### config.mk
export PLATFORM = sky130hd
export DESIGN_NAME = pbsd_div
export DESIGN_NICKNAME = d
export VERILOG_FILES = /design/src/rtl/pbsd_pkg.sv /design/src/rtl/pbsd_div.sv
export SDC_FILE = /design/constraint.sdc
export NUM_CORES = 2
export LEC_CHECK = 0
export BUFFER_PORTS_ARGS = -buffer_cell sky130_fd_sc_hd__buf_2
export CAP_MARGIN = 10
export CELL_PAD_IN_SITES_DETAIL_PLACEMENT = 2
export CELL_PAD_IN_SITES_GLOBAL_PLACEMENT = 2
export CORE_UTILIZATION = 25
export DETAILED_ROUTE_END_ITERATION = 8
export GPL_ROUTABILITY_DRIVEN = 0
export PLACE_DENSITY = 0.51
export SYNTH_ARGS = -nofsm -noshare
export SYNTH_HDL_FRONTEND = slang
export SYNTH_SLANG_ARGS = --single-unit
### constraint.sdc
create_clock -name clk_i -period 5 [get_ports clk_i]
set_input_delay 0 -clock clk_i [delete_from_list [all_inputs] [get_ports clk_i]]
set_output_delay 0 -clock clk_i [all_outputs]
set_load 0.005 [all_outputs]
### src/rtl/pbsd_pkg.sv
`default_nettype none
// ----------------------------------------------------------------------------
// pbsd_pkg
// Shared types and constants of the point/box signed distance pipeline.
// ----------------------------------------------------------------------------
package pbsd_pkg;

  localparam int unsigned DIST_W    = 32;
  localparam int unsigned NORM_W    = 16;
  localparam int unsigned REGION_W  = 4;
  localparam int unsigned NORM_FRAC = 14;   // Q2.14
  localparam int unsigned SQ_W      = 64;   // radicand width
  localparam int unsigned ROOT_W    = SQ_W / 2;
  localparam int unsigned QUO_W     = NORM_FRAC + 1;
  localparam int unsigned NUM_W     = 31 + NORM_FRAC + 2;

  localparam logic [NORM_W-1:0] NORM_ONE     = 16'h4000;
  localparam logic [DIST_W-1:0] DIST_SAT     = 32'h7FFF_FFFF;
  localparam logic [DIST_W-1:0] DIST_NEG_LIM = 32'h8000_0000;

  typedef enum logic [REGION_W-1:0] {
    RGN_CORNER_LL = 4'd0,
    RGN_CORNER_HL = 4'd1,
    RGN_CORNER_LH = 4'd2,
    RGN_CORNER_HH = 4'd3,
    RGN_FACE_XMIN = 4'd4,
    RGN_FACE_XMAX = 4'd5,
    RGN_FACE_YMIN = 4'd6,
    RGN_FACE_YMAX = 4'd7,
    RGN_INSIDE    = 4'd8
  } region_e;

  typedef enum logic [1:0] {
    CFG_MIN_X = 2'd0,
    CFG_MIN_Y = 2'd1,
    CFG_MAX_X = 2'd2,
    CFG_MAX_Y = 2'd3
  } cfg_idx_e;

  typedef struct packed {
    logic    corner;
    logic    sat;     // a corner gap is 2^31 or more
    logic    xneg;
    logic    yneg;
    region_e region;
  } ctl_t;

  typedef struct packed {
    logic [DIST_W-1:0] sdist;
    logic [NORM_W-1:0] nx;
    logic [NORM_W-1:0] ny;
  } res_t;

endpackage
`default_nettype wire

### src/rtl/pbsd_div.sv
`default_nettype none
// ----------------------------------------------------------------------------
// pbsd_div
// Pipelined restoring divider, two numerators over one divisor,
// one quotient bit per stage (quotient known to fit QUO_W bits).
// ----------------------------------------------------------------------------
module pbsd_div #(
  parameter int unsigned SBW = 8
) (
  input  wire                          clk_i,
  input  wire                          rst_ni,
  input  wire                          en_i,
  input  wire                          vld_i,
  input  wire  [pbsd_pkg::NUM_W-1:0]   nx_i,
  input  wire  [pbsd_pkg::NUM_W-1:0]   ny_i,
  input  wire  [pbsd_pkg::ROOT_W-1:0]  d_i,
  input  wire  [SBW-1:0]               sb_i,
  output logic                         vld_o,
  output logic [pbsd_pkg::QUO_W-1:0]   qx_o,
  output logic [pbsd_pkg::QUO_W-1:0]   qy_o,
  output logic [SBW-1:0]               sb_o
);
  import pbsd_pkg::*;

  localparam int unsigned NS = QUO_W;

  logic [NUM_W-1:0]  n_w  [2][NS+1];
  logic [QUO_W-1:0]  q_w  [2][NS+1];
  logic [ROOT_W-1:0] d_w  [NS+1];
  logic [SBW-1:0]    sb_w [NS+1];
  logic              v_w  [NS+1];

  assign n_w[0][0] = nx_i;
  assign n_w[1][0] = ny_i;
  assign q_w[0][0] = '0;
  assign q_w[1][0] = '0;
  assign d_w[0]    = d_i;
  assign sb_w[0]   = sb_i;
  assign v_w[0]    = vld_i;

  for (genvar i = 0; i < NS; i++) begin : g_stage
    localparam int unsigned B = QUO_W - 1 - i;
    logic [NUM_W-1:0]  dsh;
    logic [ROOT_W-1:0] d_q;
    logic [SBW-1:0]    sb_q;
    logic              v_q;

    assign dsh = NUM_W'(d_w[i]) << B;

    always_ff @(posedge clk_i or negedge rst_ni) begin
      if (!rst_ni) begin
        v_q <= 1'b0;
      end else if (en_i) begin
        v_q <= v_w[i];
      end
    end

    always_ff @(posedge clk_i) begin
      if (en_i) begin
        d_q  <= d_w[i];
        sb_q <= sb_w[i];
      end
    end

    for (genvar l = 0; l < 2; l++) begin : g_lane
      logic [NUM_W-1:0] n_q;
      logic [QUO_W-1:0] q_q;

      always_ff @(posedge clk_i) begin
        if (en_i) begin
          if (n_w[l][i] >= dsh) begin
            n_q <= n_w[l][i] - dsh;
            q_q <= q_w[l][i] | (QUO_W'(1) << B);
          end else begin
            n_q <= n_w[l][i];
            q_q <= q_w[l][i];
          end
        end
      end

      assign n_w[l][i+1] = n_q;
      assign q_w[l][i+1] = q_q;
    end

    assign d_w[i+1]  = d_q;
    assign sb_w[i+1] = sb_q;
    assign v_w[i+1]  = v_q;
  end

  assign vld_o = v_w[NS];
  assign qx_o  = q_w[0][NS];
  assign qy_o  = q_w[1][NS];
  assign sb_o  = sb_w[NS];

endmodule
`default_nettype wire

==> summary by stage <==
STA
Setup violations remaining at the end of the flow were counted as 0. The worst hold slack is 0.140 ns. The final max-slew violation count was 0. Setup repair after global routing left no endpoint under its margin. The final hold violation count is 0. For the finished layout, the period the worst path requires is 4.96 ns. The pin slew with the least headroom to its limit is 1.17 ns. The clock arrives with 0.0677 ns of skew. The final critical path takes up 99.1% of the cycle. Timing would allow up to 0.202 GHz. In this run the tightest slew margin relative to its limit is 21.3%. In the post-route analysis, the smallest setup slack over all paths is 0.0443 ns. The total negative slack for setup checks is 0 ns.

Worst hold path
The worst hold path terminates at g_stage[0].g_lane[1].n_q[15]$_DFFE_PP_. The cell depth of the worst hold path is 4. The min-delay analysis places its worst path in the category in -> reg.

The beginning of the worst hold path is d_i[1].

Power and ir drop
The cell internal power dissipation is 55600 uW. Power spread over the standard cell area amounts to 607 mW/mm^2. For this design the static power due to leakage is 0.0586 uW. In this run switching power makes up 39.9% of total power. The net load switching power is 36900 uW. The clock group share of total power is 22.4%. IR analysis of the VDD net gives a maximum drop of 0.292 mV.

The sequential group share of total power is 32.9%. Combinational logic burns 44.8% of the power.

Setup path
The peak fanout along the critical path is 56. The end of the worst register-to-register path is g_stage[7].g_lane[0].n_q[42]$_DFFE_PP_. The total stage count of the critical path is 16. The data required time of the critical path is 5.70 ns. The start-to-end type of the worst setup path is in -> reg. Traced cell by cell, the critical path runs through dlygate4sd3_1 > buf_2 > dlygate4sd3_1 > ha_1 > inv_1 > a21oi_1 > o2111ai_1 > a221oi_1 > a31oi_1 > a221oi_1 > buf_4 > o21ai_0 > a31o_2 > buf_4 > mux2_2 > dlygate4sd3_1.

The most numerous cell type found on the critical path is sky130_fd_sc_hd__dlygate4sd3_1. The number of buffers and inverters on the critical path is 7. The worst stage delay on the critical path is 0.63 ns. Data on the critical path arrives at its endpoint at 5.66 ns.

The worst register-to-register path has a setup slack of 0.29 ns. The reg-to-reg critical path startpoint is g_stage[6].d_q[0]$_DFFE_PP_. Among cell families on the critical path, the largest total delay comes from compound AO/OA/AOI/OAI gates. In this run the worst setup path begins at d_i[0]. The worst setup path is captured at a flop. The type of element launching the critical path is an input pin. The worst reg-to-reg path cell count is 14. The slowest stage cell on the critical path is sky130_fd_sc_hd__dlygate4sd3_1.

Route
In the final routed layout, each cell accounts on average for 23.5 um. After detailed routing, the number of vias per cell comes to 4.88. In this run, the number of DRC markers left after iteration 0 of detailed routing was 3218.

The sum of routed wire length over all layers is 466000 um. The vias after detailed routing is 96700. The post-route DRC violation count is 0. The pre-antenna-repair detailed-routing pass consisted of 5 iterations. The post-detailed-route count of antenna-violating nets is 0.

GRT
The initial antenna violation count is 4. The number of global-route vias before repair was 109000. Global routing consumed, over all layers together, 17.6% of the routing resources. The first global-routing pass estimated 694000 um of wire. Entering global routing, the biggest net connects 154 pins. The final global-route overflow total is 0.

Placement
The HPWL after detailed placement is 379000 um. The count of buffers added on input and output ports is 176. The worst setup slack after placement is 0.378 ns. Including well taps, the total number of placed cells is 19000.

Yosys
The main combinational cell family by area after synthesis is compound AO/OA/AOI/OAI gates. Of the total synthesized cell area, the portion taken by full adders, half adders and majority gates is 9.77%. When the netlist entered floorplanning its net count stood at 13200. The xor-xnor portion of the synthesized cell area is 6.61%. The synthesized design devotes to its leading area cell type 49.5% of total area. The compound-gate portion of the synthesized area is 16.5%.

The number of warnings printed during yosys synthesis is 0. sky130_fd_sc_hd__edfxtp_1 takes more of the synthesized area than any other cell. By area the synthesized netlist is led by sky130_fd_sc_hd__edfxtp_1 (50%), sky130_fd_sc_hd__ha_1 (9.3%), sky130_fd_sc_hd__a21oi_1 (4.1%). The synthesized design contains 2139 register bits. The synthesized instance count is 12100.

In this run, synthesis inferred 2124 flip-flops with an integrated enable. The share of cell area taken by muxes after synthesis is 1.79%. sky130_fd_sc_hd__edfxtp_1 is the most common cell in the netlist. The synthesized netlist contains 94 unique library cells. The mapped netlist covers 0.129 mm^2. The most used flip-flop cell after synthesis is sky130_fd_sc_hd__edfxtp_1. The post-synthesis sequential area ratio is 49.8%. In the synthesized netlist the async set-or-reset flop fraction comes to 0.701%. Ranked by instance count, the synthesized netlist is headed by sky130_fd_sc_hd__edfxtp_1 (2124), sky130_fd_sc_hd__a21oi_1 (1048), sky130_fd_sc_hd__nand2_1 (1013), sky130_fd_sc_hd__ha_1 (960), sky130_fd_sc_hd__o21ai_0 (899).

Of the total synthesized cell area, the portion taken by AND, OR, NAND and NOR gates is 12.4%. Averaged over all synthesized cells, the footprint is 10.6 um^2.

Final layout
Cells fill 29.7% of the core in the end. In the final layout, flip-flops and latches occupy 0.0642 mm^2. The final net count is 14000. The total area of multi-input combinational cells is 0.0608 mm^2. The number of filler cells placed in the layout is 55400.

The area growth from synthesis to final layout is 18.4%. The final instance count without filler cells is 19800. The proportion of layout cells with a drive suffix above 1 is 9.35%.

Clock tree
The number of buffers inserted during clock tree synthesis is 287. The CTS sink count is 2139. The count of hold buffers inserted by post-cts repair is 311. The number of buffers on the longest clock path is 4. The later pin in the worst-skew pair is clocked with a latency of 0.96 ns. Once the clock tree was built, the setup fixing pass inserted 0 buffers. TritonCTS built the clock tree. In this run the clock root is driven by a sky130_fd_sc_hd__clkbuf_16. The H-tree was split into 5 levels. The number of cells upsized or downsized after cts is 0. The clock-pin slew on the worst setup and hold paths is 0.06 ns.

Die
The initial core utilization is 25.1%. The placeable core area is 0.513 mm^2. Measured along the y axis, the die boundary spans 720 um.

The die area is 0.518 mm^2. Measured along the x axis, the die boundary spans 720 um. The number of top-level pins is 177. The count of standard-cell rows is 263.

Run status
The run finished with clean final reports.

Job
The max-capacitance violation count is 0.
==> state kept, by name, indices dropped and copies added, names as in the netlist <==
signal              count
g_stage.g_lane.n_q   1316
g_stage.g_lane.q_q    210
sb_o                    8
qx_o                   15
qy_o                   15
g_stage.d_q           448
vld_o                   1
g_stage.sb_q          112
g_stage.v_q            14
==> worst reg2reg max path, stage by stage, from the launching register on <==
cell                        delay (ns)
sky130_fd_sc_hd__edfxtp_1         0.45
sky130_fd_sc_hd__ha_1             0.25
sky130_fd_sc_hd__inv_1            0.08
sky130_fd_sc_hd__fa_1             0.26
sky130_fd_sc_hd__a211oi_1         0.14
sky130_fd_sc_hd__o211ai_1         0.36
sky130_fd_sc_hd__a21oi_1          0.19
sky130_fd_sc_hd__buf_4            0.19
sky130_fd_sc_hd__a211oi_1         0.57
sky130_fd_sc_hd__a31o_2           0.40
sky130_fd_sc_hd__a311o_1          0.46
sky130_fd_sc_hd__a31oi_4          0.18
sky130_fd_sc_hd__a2111oi_0        0.51
sky130_fd_sc_hd__o21ai_0          0.21
sky130_fd_sc_hd__xnor2_1          0.17
==> layout by cell type, fill, tap and decap left out, drive strengths merged, types with 348 or more instances in the layout <==
master and instances:
edfxtp 2124, a21oi 1049, nand2 1013, ha 960, o21ai 908, nor2 776
inv 749, a21o 542, xnor2 537, buf 497, xor2 434, clkbuf 348
==> logic make-up (layout without fill, tap and decap cells) <==
| family | after synthesis | count (layout) |
|---|---|---|
| other cells | 0 | 8 |
| xor+xnor | 971 | 971 |
| compound gates | 3426 | 3426 |
| fa+ha+maj | 988 | 988 |
| buf+inv | 1077 | 2045 |
| flops | 2139 | 2139 |
| simple gates | 3289 | 3289 |
| mux | 206 | 206 |
==> area by class of cell <==
class / count / share of cell area, %
inverter: 738 / 1.82
timing repair buffer: 808 / 4.55
sequential: 2139 / 42.1
antenna: 8 / 0.0131
multi-input combinational: 8880 / 39.9
tap: 6757 / 5.55
clock buffer: 348 / 4.95
clock inverter: 151 / 1.14
==> how the worst max path moves through the flow <==
stage / endpoint / slack (ns)
final: g_stage[0].g_lane[0].n_q[18]$_DFFE_PP_ / 0.04
after global routing: g_stage[7].g_lane[0].n_q[42]$_DFFE_PP_ / 0.003
after CTS: g_stage[0].g_lane[0].n_q[18]$_DFFE_PP_ / 0.26
after detailed placement: g_stage[7].g_lane[0].n_q[42]$_DFFE_PP_ / 0.38
after global placement: g_stage[7].g_lane[0].n_q[42]$_DFFE_PP_ / 0.32
after floorplan: g_stage[1].g_lane[1].n_q[33]$_DFFE_PP_ / 1.17
==> power groups by stage <==
stage               sequential (uW)  clock (uW)  combinational (uW)
floorplan                     28700           0               27700
global placement              30700           0               40000
detailed placement            30800           0               41300
CTS                           30500       21600               41800
global route                  30900       22100               45500
finish                        30400       20700               41400
==> metrics by stage <==
step	area, um^2	total power [uW]
final	152000	92400
after global routing	152000	98500
after CTS	152000	93800
after detailed placement	140000	72100
after global placement	140000	70700
after floorplan	129000	56400
==> per-layer routing <==
metal	global-route usage [%]	vias up	routed length [um]
met3	1.75	905	9290
met1	17.4	48000	171000
met2	34.6	1226	252000
li1	-	46500	-
met4	11.0	0	34100
met5	0	-	0
(Power assumes the default switching activity.)
