## src/rtl/pbsd_norm.sv

```systemverilog
`default_nettype none
// ----------------------------------------------------------------------------
// pbsd_norm
// Scales a gap pair together until the larger lies in [2^30, 2^31):
// six right-shift stages (32..1, truncating) then five left-shift stages.
// ----------------------------------------------------------------------------
module pbsd_norm #(
  parameter int unsigned GW  = 32,
  parameter int unsigned SBW = 8
) (
  input  wire            clk_i,
  input  wire            rst_ni,
  input  wire            en_i,
  input  wire            vld_i,
  input  wire  [GW-1:0]  a_i,
  input  wire  [GW-1:0]  b_i,
  input  wire  [SBW-1:0] sb_i,
  output logic           vld_o,
  output logic [30:0]    a_o,
  output logic [30:0]    b_o,
  output logic [SBW-1:0] sb_o
);

  localparam int unsigned NS = 11;

  logic [GW-1:0]  a_w  [NS+1];
  logic [GW-1:0]  b_w  [NS+1];
  logic [SBW-1:0] sb_w [NS+1];
  logic           v_w  [NS+1];

  assign a_w[0]  = a_i;
  assign b_w[0]  = b_i;
  assign sb_w[0] = sb_i;
  assign v_w[0]  = vld_i;

  for (genvar j = 0; j < NS; j++) begin : g_stage
    localparam bit          RIGHT = (j < 6);
    localparam int unsigned K     = RIGHT ? (32 >> j) : (16 >> (j - 6));
    logic [GW-1:0]  o;
    logic           sh;
    logic [GW-1:0]  a_q, b_q;
    logic [SBW-1:0] sb_q;
    logic           v_q;

    assign o  = a_w[j] | b_w[j];   // same bit length as the larger
    assign sh = RIGHT ? ((o >> (30 + K)) != '0)
                      : ((o != '0) && ((o >> (31 - K)) == '0));

    always_ff @(posedge clk_i or negedge rst_ni) begin
      if (!rst_ni) begin
        v_q <= 1'b0;
      end else if (en_i) begin
        v_q <= v_w[j];
      end
    end

    always_ff @(posedge clk_i) begin
      if (en_i) begin
        sb_q <= sb_w[j];
        if (!sh) begin
          a_q <= a_w[j];
          b_q <= b_w[j];
        end else if (RIGHT) begin
          a_q <= a_w[j] >> K;
          b_q <= b_w[j] >> K;
        end else begin
          a_q <= a_w[j] << K;
          b_q <= b_w[j] << K;
        end
      end
    end

    assign a_w[j+1]  = a_q;
    assign b_w[j+1]  = b_q;
    assign sb_w[j+1] = sb_q;
    assign v_w[j+1]  = v_q;
  end

  assign vld_o = v_w[NS];
  assign a_o   = a_w[NS][30:0];
  assign b_o   = b_w[NS][30:0];
  assign sb_o  = sb_w[NS];

endmodule
`default_nettype wire

```

## config.mk

```make
export PLATFORM = sky130hd
export DESIGN_NAME = pbsd_norm
export DESIGN_NICKNAME = d
export VERILOG_FILES = /design/src/rtl/pbsd_norm.sv
export SDC_FILE = /design/constraint.sdc
export NUM_CORES = 1
export LEC_CHECK = 0
export ABC_CLOCK_PERIOD_IN_PS = 6300
export BUFFER_PORTS_ARGS = -buffer_cell sky130_fd_sc_hd__clkbuf_2
export CAP_MARGIN = 20
export CORE_MARGIN = 5
export CORE_UTILIZATION = 50
export CTS_CLUSTER_SIZE = 12
export DETAILED_ROUTE_END_ITERATION = 7
export GPL_TIMING_DRIVEN = 1
export PLACE_DENSITY_LB_ADDON = 0.12
export SLEW_MARGIN = 15
export SYNTH_ARGS = -nofsm -noshare
export SYNTH_HDL_FRONTEND = slang
export SYNTH_SLANG_ARGS = --single-unit
```

## constraint.sdc

```tcl
create_clock -name clk_i -period 6.3 [get_ports clk_i]
set_input_delay 0.63 -clock clk_i [delete_from_list [all_inputs] [get_ports clk_i]]
set_output_delay 0.63 -clock clk_i [all_outputs]
set_load 0.05 [all_outputs]
```

==> out/qor.csv, run 1 <==
metric,value,unit
setup.worst_path.end_class,flip-flop,
slowest_stage,nor4_1,
ys_top_cells_by_count,"edfxtp_1 (790), mux2_2 (258), nor4_1 (73)",
yosysMostFrequentCell,edfxtp_1,
area_growth,13.6,%
yosysSeqAreaShare,83.6,%
synthFlopType,edfxtp_1,
utilization,57.7,%
start_kind,flip-flop,
place_congestion,0.831,
path_buf_inv,1,
die_area,0.0623,mm^2
grt_pass1_vias,12400,
cts.sinks,801,
multiInputGateArea,0.00452,mm^2
status,"complete, no violations",
synth.avg_cell_area,21.3,um^2
die_height,250,um
fillers,4258,
finClkSkew,0.0160,ns
ioPinCount,147,
yosys_warnings,0,
cts_tree,built,
drt_iter0_markers,705,
die_x,250,um
fin_cells,2346,
nets,1624,
hold_viol_final,0,
numPlacedInstances,2219,
drc,0,
clock_latency,0.60,ns
crit_family,simple AND/OR/NAND/NOR gates,
worst-slew-pin-transition,0.990,ns
antenna_found_initial,0,
post-synth-top-area-cell,edfxtp_1,
synthCells,1349,
routed_wirelength,43700,um
placementRows,87,
final.setup.tns,0,ns
clockBufferDepth,3,
wl_per_cell,18.6,um
synth_edf_count,790,
grt_pass1_wl,69900,um
drv_slew,0,
netlist_area,0.0287,mm^2
cts_made_buffers,82,
drtAntennaViolNets,0,
p_per_area,340,mW/mm^2
worst_slack,3.41,ns
start_util,50.7,%
holdWs,0.198,ns
grt_max_degree,138,
leakage,11.3,nW
root_buffer,clkbuf_16,
synth.area.top_cells,"edfxtp_1 (83%), mux2_2 (10%), a21o_1 (1.6%), nor4_1 (1.6%), nor2b_1 (1.3%)",
crit_path_cell_trace,nor4_1 > nand4_1 > or4_1 > nor3_4 > buf_4 > nor2b_1,
rsz0062_at_grt,no,
ir_drop,0.230,mV
relSlewSlack,33.4,%
period_share,45.9,%
critPathRequiredTime,6.63,ns
maxCapViolations,0,
setup_violations,0,
path_clk_slew,0.06,ns
vias,11900,
synthArstFlopShare,1.37,%
finalCriticalPeriod,2.89,ns
io_buffers,146,
core,0.0566,mm^2
arrival,3.22,ns
grt_overflow,0,
drive_gt1_share,32.5,%
post-place-ws,3.42,ns
diodes,0,
worstHoldPathType,primary input to flip-flop,
first_pass_iters,5,
htree_num_levels,3,
ys_seq_elements,801,
synth_top_area_share,82.6,%
dp_hpwl,28400,um
critPathMaxStageDelay,0.50,ns
synth.distinct_cells,23,
via_per_inst,5.06,
grt_use_total,14.1,%
ff_latch_area,0.0240,mm^2
critical_path_class,flip-flop to flip-flop,
clock.fmax,0.346,GHz
worstPathMaxFanout,44,
[power breakdown]
part | switching, W | internal (W)
registers | 0.000181 | 0.00628
logic | 0.000284 | 0.000175
clock network | 0.00178 | 0.00239
[layout by cell type (no fill, tap or decap), types with 4 or more instances in the layout]
| master | synthesis | final |
|---|---|---|
| edfxtp_1 | 790 | 790 |
| mux2_2 | 258 | 258 |
| clkbuf_2 | 0 | 145 |
| clkbuf_16 | 0 | 82 |
| nor4_1 | 73 | 73 |
| a21o_1 | 61 | 61 |
| nor2b_1 | 60 | 60 |
| clkinv_1 | 0 | 17 |
| clkbuf_1 | 22 | 16 |
| nand4_1 | 15 | 15 |
| dfrtp_1 | 11 | 11 |
| buf_4 | 3 | 11 |
| nor2_1 | 9 | 8 |
| clkinv_2 | 0 | 7 |
| or4_1 | 6 | 6 |
| nand3_1 | 4 | 4 |
[final timing paths]
kind,startpoint,end,slack (ns),cells past startpoint
max in group asynchronous,rst_ni,g_stage[7].v_q,5.64,2
worst max-delay path,g_stage[5].b_q[17],g_stage[6].a_q[6],3.41,6
min in group asynchronous,rst_ni,g_stage[5].v_q,0.44,2
worst min-delay path,b_i[23],g_stage[0].b_q[23],0.20,1
worst max register to register,g_stage[5].b_q[17],g_stage[6].a_q[6],3.41,6
worst min register to register,g_stage[1].a_q[15],g_stage[2].a_q[15],0.41,0
[sequential cells by signal, summed over array words and instances, names as in the netlist]
name          cells
vld_o             1
g_stage.a_q     351
g_stage.b_q     351
sb_o              8
g_stage.v_q      10
g_stage.sb_q     80
[cells by family (layout without fill, tap and decap cells)]
kind of cell / after synthesis / count (layout) / synth area share, %
buf+inv: 49 / 289 / 0.841
compound gates: 65 / 65 / 1.66
mux: 258 / 258 / 10.1
simple gates: 175 / 175 / 3.81
other cells: 1 / 2 / 0.0131
flops: 801 / 801 / 83.6
[worst reg2reg max path, delay by kind of cell, from the launching register on]
family / cells / cell delay [ns]
simple gates: 5 / 1.71
buf+inv: 1 / 0.50
flops: 1 / 0.41
[timing repair]
item | CTS | global route
hold buffers | 1 | 0
buffers inserted | 0 | 0
setup endpoints to repair | 0 | 0
endpoints found under the hold margin | 11 | 0
gates resized for setup | 0 | 0
[layer usage]
layer | GRT usage, % | vias up | part of all wire, %
met5 | 0 | - | 0
met4 | 5.86 | 0 | 3.1
met1 | 17.7 | 5692 | 42
li1 | - | 5811 | -
met2 | 23.8 | 261 | 51
met3 | 3.12 | 99 | 4.7
[per-stage QoR]
step / cell area (um^2) / power (W)
finish: 32600 / 0.0111
floorplan: 28700 / 0.00676
global route: 32600 / 0.0116
CTS: 32600 / 0.0113
detailed placement: 30400 / 0.00704
global placement: 30400 / 0.00702
[area by class of cell]
type	instances	share of cell area (%)
clock inverters	28	0.498
multi-input cells	500	13.8
repair buffers	161	2.74
inverters	2	0.0230
flip-flops and latches	801	73.5
clock buffers	98	6.47
well taps	756	2.90
Power figures use the tool's default switching activity.
==> run 2: changes to the inputs <==
--- a/config.mk
+++ b/config.mk
@@ -5,7 +5,7 @@
 export SDC_FILE = /design/constraint.sdc
 export NUM_CORES = 1
 export LEC_CHECK = 0
-export ABC_CLOCK_PERIOD_IN_PS = 6300
+export ABC_CLOCK_PERIOD_IN_PS = 2500
 export BUFFER_PORTS_ARGS = -buffer_cell sky130_fd_sc_hd__clkbuf_2
 export CAP_MARGIN = 20
 export CORE_MARGIN = 5
==> constraint.sdc (replaced) <==
create_clock -name clk_i -period 2.5 [get_ports clk_i]
set_input_delay 0.25 -clock clk_i [delete_from_list [all_inputs] [get_ports clk_i]]
set_output_delay 0.25 -clock clk_i [all_outputs]
set_load 0.05 [all_outputs]
==> run 2 against run 1 <==
Compared with the run above: via count is 3.4% higher; utilization rose by 2.2 points; sequential cell count stayed put; worst setup slack got worse by 3.3 ns; total power grew to 2.5 times the previous value; first-iteration DRC count fell by 0.57%; largest cell class unchanged.
==> out/qor.csv, run 2 (synthesis results as in run 1) <==
metric,value,unit
drive_gt1_share,32.5,%
die_x,250,um
setup_violations,0,
setup.worst_path.end_class,flip-flop,
critPathRequiredTime,2.84,ns
drtAntennaViolNets,0,
antenna_found_initial,0,
clock.fmax,0.410,GHz
finalCriticalPeriod,2.44,ns
grt_use_total,14.5,%
placed_area,0.0308,mm^2
core,0.0566,mm^2
place_congestion,0.847,
relSlewSlack,65.7,%
path_clk_slew,0.06,ns
wl_per_cell,18.3,um
placementRows,87,
drc,0,
power.total,0.0283,W
nets,1728,
root_buffer,clkbuf_16,
grt_overflow,0,
fin_cells,2452,
final_common_cell,edfxtp_1,
reg.largest.list,"g_stage.a_q x351, g_stage.b_q x351, g_stage.sb_q x80",
drt_iter0_markers,701,
worst-slew-pin-transition,0.515,ns
die_height,250,um
first_pass_iters,5,
worstPathMaxFanout,62,
most-common-layout-cells,"edfxtp_1 (790), mux2_2 (258), clkbuf_2 (145)",
area_growth,17.9,%
diodes,0,
htree_num_levels,3,
start_util,50.7,%
io_buffers,146,
ir_drop,0.535,mV
start_kind,flip-flop,
worstHoldPathType,primary input to asynchronous set/reset pin,
grt_max_degree,103,
finClkSkew,0.0203,ns
vias,12300,
fillers,4118,
routed_wirelength,44800,um
die_area,0.0623,mm^2
drv_slew,0,
clockBufferDepth,3,
critical_path_class,flip-flop to flip-flop,
holdWs,0.0530,ns
leakage,11.8,nW
via_per_inst,5.00,
ioPinCount,147,
cts.sinks,801,
numPlacedInstances,2251,
hold_viol_final,0,
clock_latency,0.61,ns
p_per_area,835,mW/mm^2
arrival,2.78,ns
grt_pass1_vias,12900,
period_share,97.6,%
cts_made_buffers,81,
rsz0062_at_grt,no,
maxCapViolations,0,
post-cts-setup-buffer-count,0,
utilization,59.8,%
postLayoutCellArea,0.0339,mm^2
cts_tree,built,
grt_pass1_wl,71900,um
status,"complete, no violations",
dp_hpwl,29400,um
run 2: cell types whose count changed in the layout (fill, tap and decap cells not counted), moves of 2 or more:
cell / delta
buf_4: +16
clkinv_2: -3
inv_16: +2
buf_12: +16
dlygate4sd3_1: +73
clkbuf_1: +8
clkinv_1: -8
run 2: layer usage:
layer,wire length (um),share of wire (%),track usage [%],vias to the layer above
met5,0,0,0,-
met4,1610,3.6,6.38,0
met3,1970,4.4,3.00,100
met2,23100,52,25.0,267
met1,18100,40,17.9,5884
li1,-,-,-,6014
run 2: critical path, cell delays in order, from the launching register on:
cell and delay [ns]:
edfxtp_1 0.43, nor4_1 0.48, nand4_1 0.18, nor4_1 0.32, buf_4 0.17, nor4_4 0.04
buf_12 0.21, mux2_2 0.31
run 2: final cells by class:
class / instances / area (um^2) / area share, %
clock buffer: 107 / 2170 / 6.40
clock inverter: 20 / 158 / 0.465
inverter: 2 / 7.51 / 0.0222
multi-input combinational: 500 / 4530 / 13.4
sequential: 801 / 24000 / 70.9
tap: 756 / 946 / 2.79
timing repair buffer: 266 / 2060 / 6.10
run 2: worst paths after layout:
path | slack (ns) | depth (start not counted) | end | from
max | 0.06 | 7 | g_stage[9].b_q[10] | g_stage[8].b_q[23]
min | 0.05 | 2 | g_stage[5].v_q | rst_ni
max reg2reg | 0.06 | 7 | g_stage[9].b_q[10] | g_stage[8].b_q[23]
min reg2reg | 0.41 | 0 | g_stage[3].sb_q[7] | g_stage[2].sb_q[7]
max in group asynchronous | 2.23 | 2 | g_stage[6].v_q | rst_ni
min in group clk_i | 0.06 | 1 | g_stage[0].b_q[27] | en_i
run 2: metrics by stage:
stage	TNS [ns]	setup slack (ns)
finish	0	0.0607
global route	0	0.000340
CTS	0	0.0284
detailed placement	-2.12	-0.0583
global placement	-4.95	-0.0933
floorplan	0	0.360
run 2: power breakdown:
| part | switching [W] | internal [W] |
|---|---|---|
| clock | 0.00455 | 0.00616 |
| combinational | 0.000750 | 0.000561 |
| sequential | 0.000457 | 0.0158 |
| total | 0.00576 | 0.0225 |
run 2: repair_timing:
| item | CTS | global route |
|---|---|---|
| endpoints found under the hold margin | 84 | 0 |
| hold buffers | 74 | 0 |
| setup endpoints to repair | 54 | 0 |
| gates resized for setup | 1 | 0 |
==> run 3: changes to the inputs <==
--- a/config.mk
+++ b/config.mk
@@ -6,12 +6,12 @@
 export NUM_CORES = 1
 export LEC_CHECK = 0
 export ABC_CLOCK_PERIOD_IN_PS = 2500
-export BUFFER_PORTS_ARGS = -buffer_cell sky130_fd_sc_hd__clkbuf_2
 export CAP_MARGIN = 20
 export CORE_MARGIN = 5
 export CORE_UTILIZATION = 50
 export CTS_CLUSTER_SIZE = 12
 export DETAILED_ROUTE_END_ITERATION = 7
+export DONT_BUFFER_PORTS = 1
 export GPL_TIMING_DRIVEN = 1
 export PLACE_DENSITY_LB_ADDON = 0.12
 export SLEW_MARGIN = 15
==> run 3 against run 2 <==
Compared with the run above: the run now ends with negative hold slack, max-slew violations left; fmax grew 3.3%; utilization shrank 1.7 points; hold slack lost 0.12 ns; sequential share of layout area grew 2.1 points; global-route usage shrank 0.23 points; largest cell class unchanged; largest power group unchanged; die area is the same.
==> out/qor.csv, run 3 (synthesis results as in run 1) <==
metric,value,unit
rsz0062_at_grt,no,
worstPathMaxFanout,62,
first_pass_iters,5,
core,0.0566,mm^2
holdWs,-0.0688,ns
place_congestion,0.818,
io_buffers,0,
vias,11800,
htree_num_levels,3,
path_clk_slew,0.06,ns
numPlacedInstances,2078,
maxCapViolations,0,
swShare,19.8,%
fin_cells,2286,
area_growth,14.6,%
status,"complete, but fails checks",
seq_power_share,58.7,%
grt_use_total,14.3,%
die_area,0.0623,mm^2
cts.sinks,801,
ioPinCount,147,
worstHoldPathType,primary input to flip-flop,
grt_overflow,0,
setup.worst_path.end_class,flip-flop,
r2r-end,g_stage[9].a_q[14],
via_per_inst,5.17,
r2r-start,g_stage[8].b_q[23],
hold_viol_final,3,
drv_slew,514,
finalCriticalPeriod,2.36,ns
grt_pass1_wl,70700,um
drive_gt1_share,25.2,%
clockPowerShare,39.0,%
placementRows,87,
critical_path_class,flip-flop to flip-flop,
drt_iter0_markers,875,
wl_per_cell,19.7,um
root_buffer,clkbuf_16,
cts_tree,built,
most-common-layout-cells,"edfxtp_1 (790), mux2_2 (258), clkbuf_16 (85)",
cts_made_buffers,83,
violations,"negative hold slack, max-slew violations",
diodes,0,
post-cts-setup-buffer-count,0,
intPower,0.0227,W
power.switching,0.00561,W
worstRegToRegCells,7,
nets,1559,
routed_wirelength,45000,um
reg.largest.list,"g_stage.a_q x351, g_stage.b_q x351, g_stage.sb_q x80",
clockBufferDepth,3,
leakage,11.1,nW
rrSetupSlack,0.14,ns
clock_latency,0.61,ns
final_common_cell,edfxtp_1,
grt_max_degree,802,
startpoint,g_stage[8].b_q[23],
worst-slew-pin-transition,2.91,ns
finClkSkew,0.0199,ns
arrival,2.71,ns
grt_pass1_vias,12500,
start_util,50.7,%
crit_path_end,g_stage[9].a_q[14],
start_kind,flip-flop,
p_comb_share,2.2,%
clock.fmax,0.424,GHz
ir_drop,0.645,mV
relSlewSlack,-93.8,%
critPathRequiredTime,2.85,ns
drc,0,
drtAntennaViolNets,0,
period_share,94.4,%
setup_violations,0,
antenna_found_initial,0,
die_x,250,um
p_per_area,860,mW/mm^2
die_height,250,um
dp_hpwl,26900,um
run 3: how the worst min path moves through the flow:
stage                       from                  to  cells past startpoint
after floorplan           rst_ni      g_stage[0].v_q                      0
after global placement    rst_ni               vld_o                      0
after detailed placement  rst_ni               vld_o                      0
after CTS                   en_i  g_stage[0].b_q[25]                      0
after global routing        en_i  g_stage[0].b_q[24]                      0
final                       en_i  g_stage[0].b_q[24]                      0
run 3: power groups by stage:
stage	Combinational (W)	Sequential (W)	Clock, W
finish	0.000632	0.0166	0.0110
global route	0.000693	0.0167	0.0120
CTS	0.000619	0.0166	0.0114
detailed placement	0.000513	0.0169	0
global placement	0.000503	0.0168	0
floorplan	0.000439	0.0166	0
run 3: per-stage QoR:
stage | setup TNS, ns | area [um^2] | power [W] | util, % | setup slack (ns)
after floorplan | 0 | 28700 | 0.0170 | - | 0.360
after global placement | -2.84 | 29700 | 0.0173 | 52.5 | -0.0569
after detailed placement | -0.382 | 29700 | 0.0174 | 52.5 | -0.0204
after CTS | 0 | 32900 | 0.0286 | 58.1 | 0.102
after global routing | 0 | 32900 | 0.0294 | 58.1 | 0.00686
final | 0 | 32900 | 0.0283 | 58.1 | 0.139
run 3: critical path, cell delays in order, from the launching register on:
cell,delay [ns]
edfxtp_1,0.42
nor4_1,0.48
nand4_1,0.16
nor4_1,0.29
buf_4,0.16
nor4_4,0.04
buf_12,0.21
mux2_2,0.31
run 3: what timing repair did:
item / 4_1_cts / 5_1_grt
gates resized for setup: 1 / 0
setup endpoints to repair: 54 / 0
hold buffers: 74 / 2
hold endpoints to repair: 476 / 46
run 3: per-layer routing:
layer / vias up / global-route usage [%] / wire [um]
li1: 5689 / - / -
met5: - / 0 / 0
met1: 5747 / 17.9 / 18700
met3: 96 / 3.26 / 2130
met4: 0 / 5.52 / 1230
met2: 288 / 24.4 / 23000
run 3: final cells by class:
type,count,area (um^2)
fill,4143,23700
timing repair buffer,95,1000
tap,756,946
clock buffer,104,2200
multi-input combinational,500,4530
inverter,2,7.51
sequential,801,24000
clock inverter,28,221
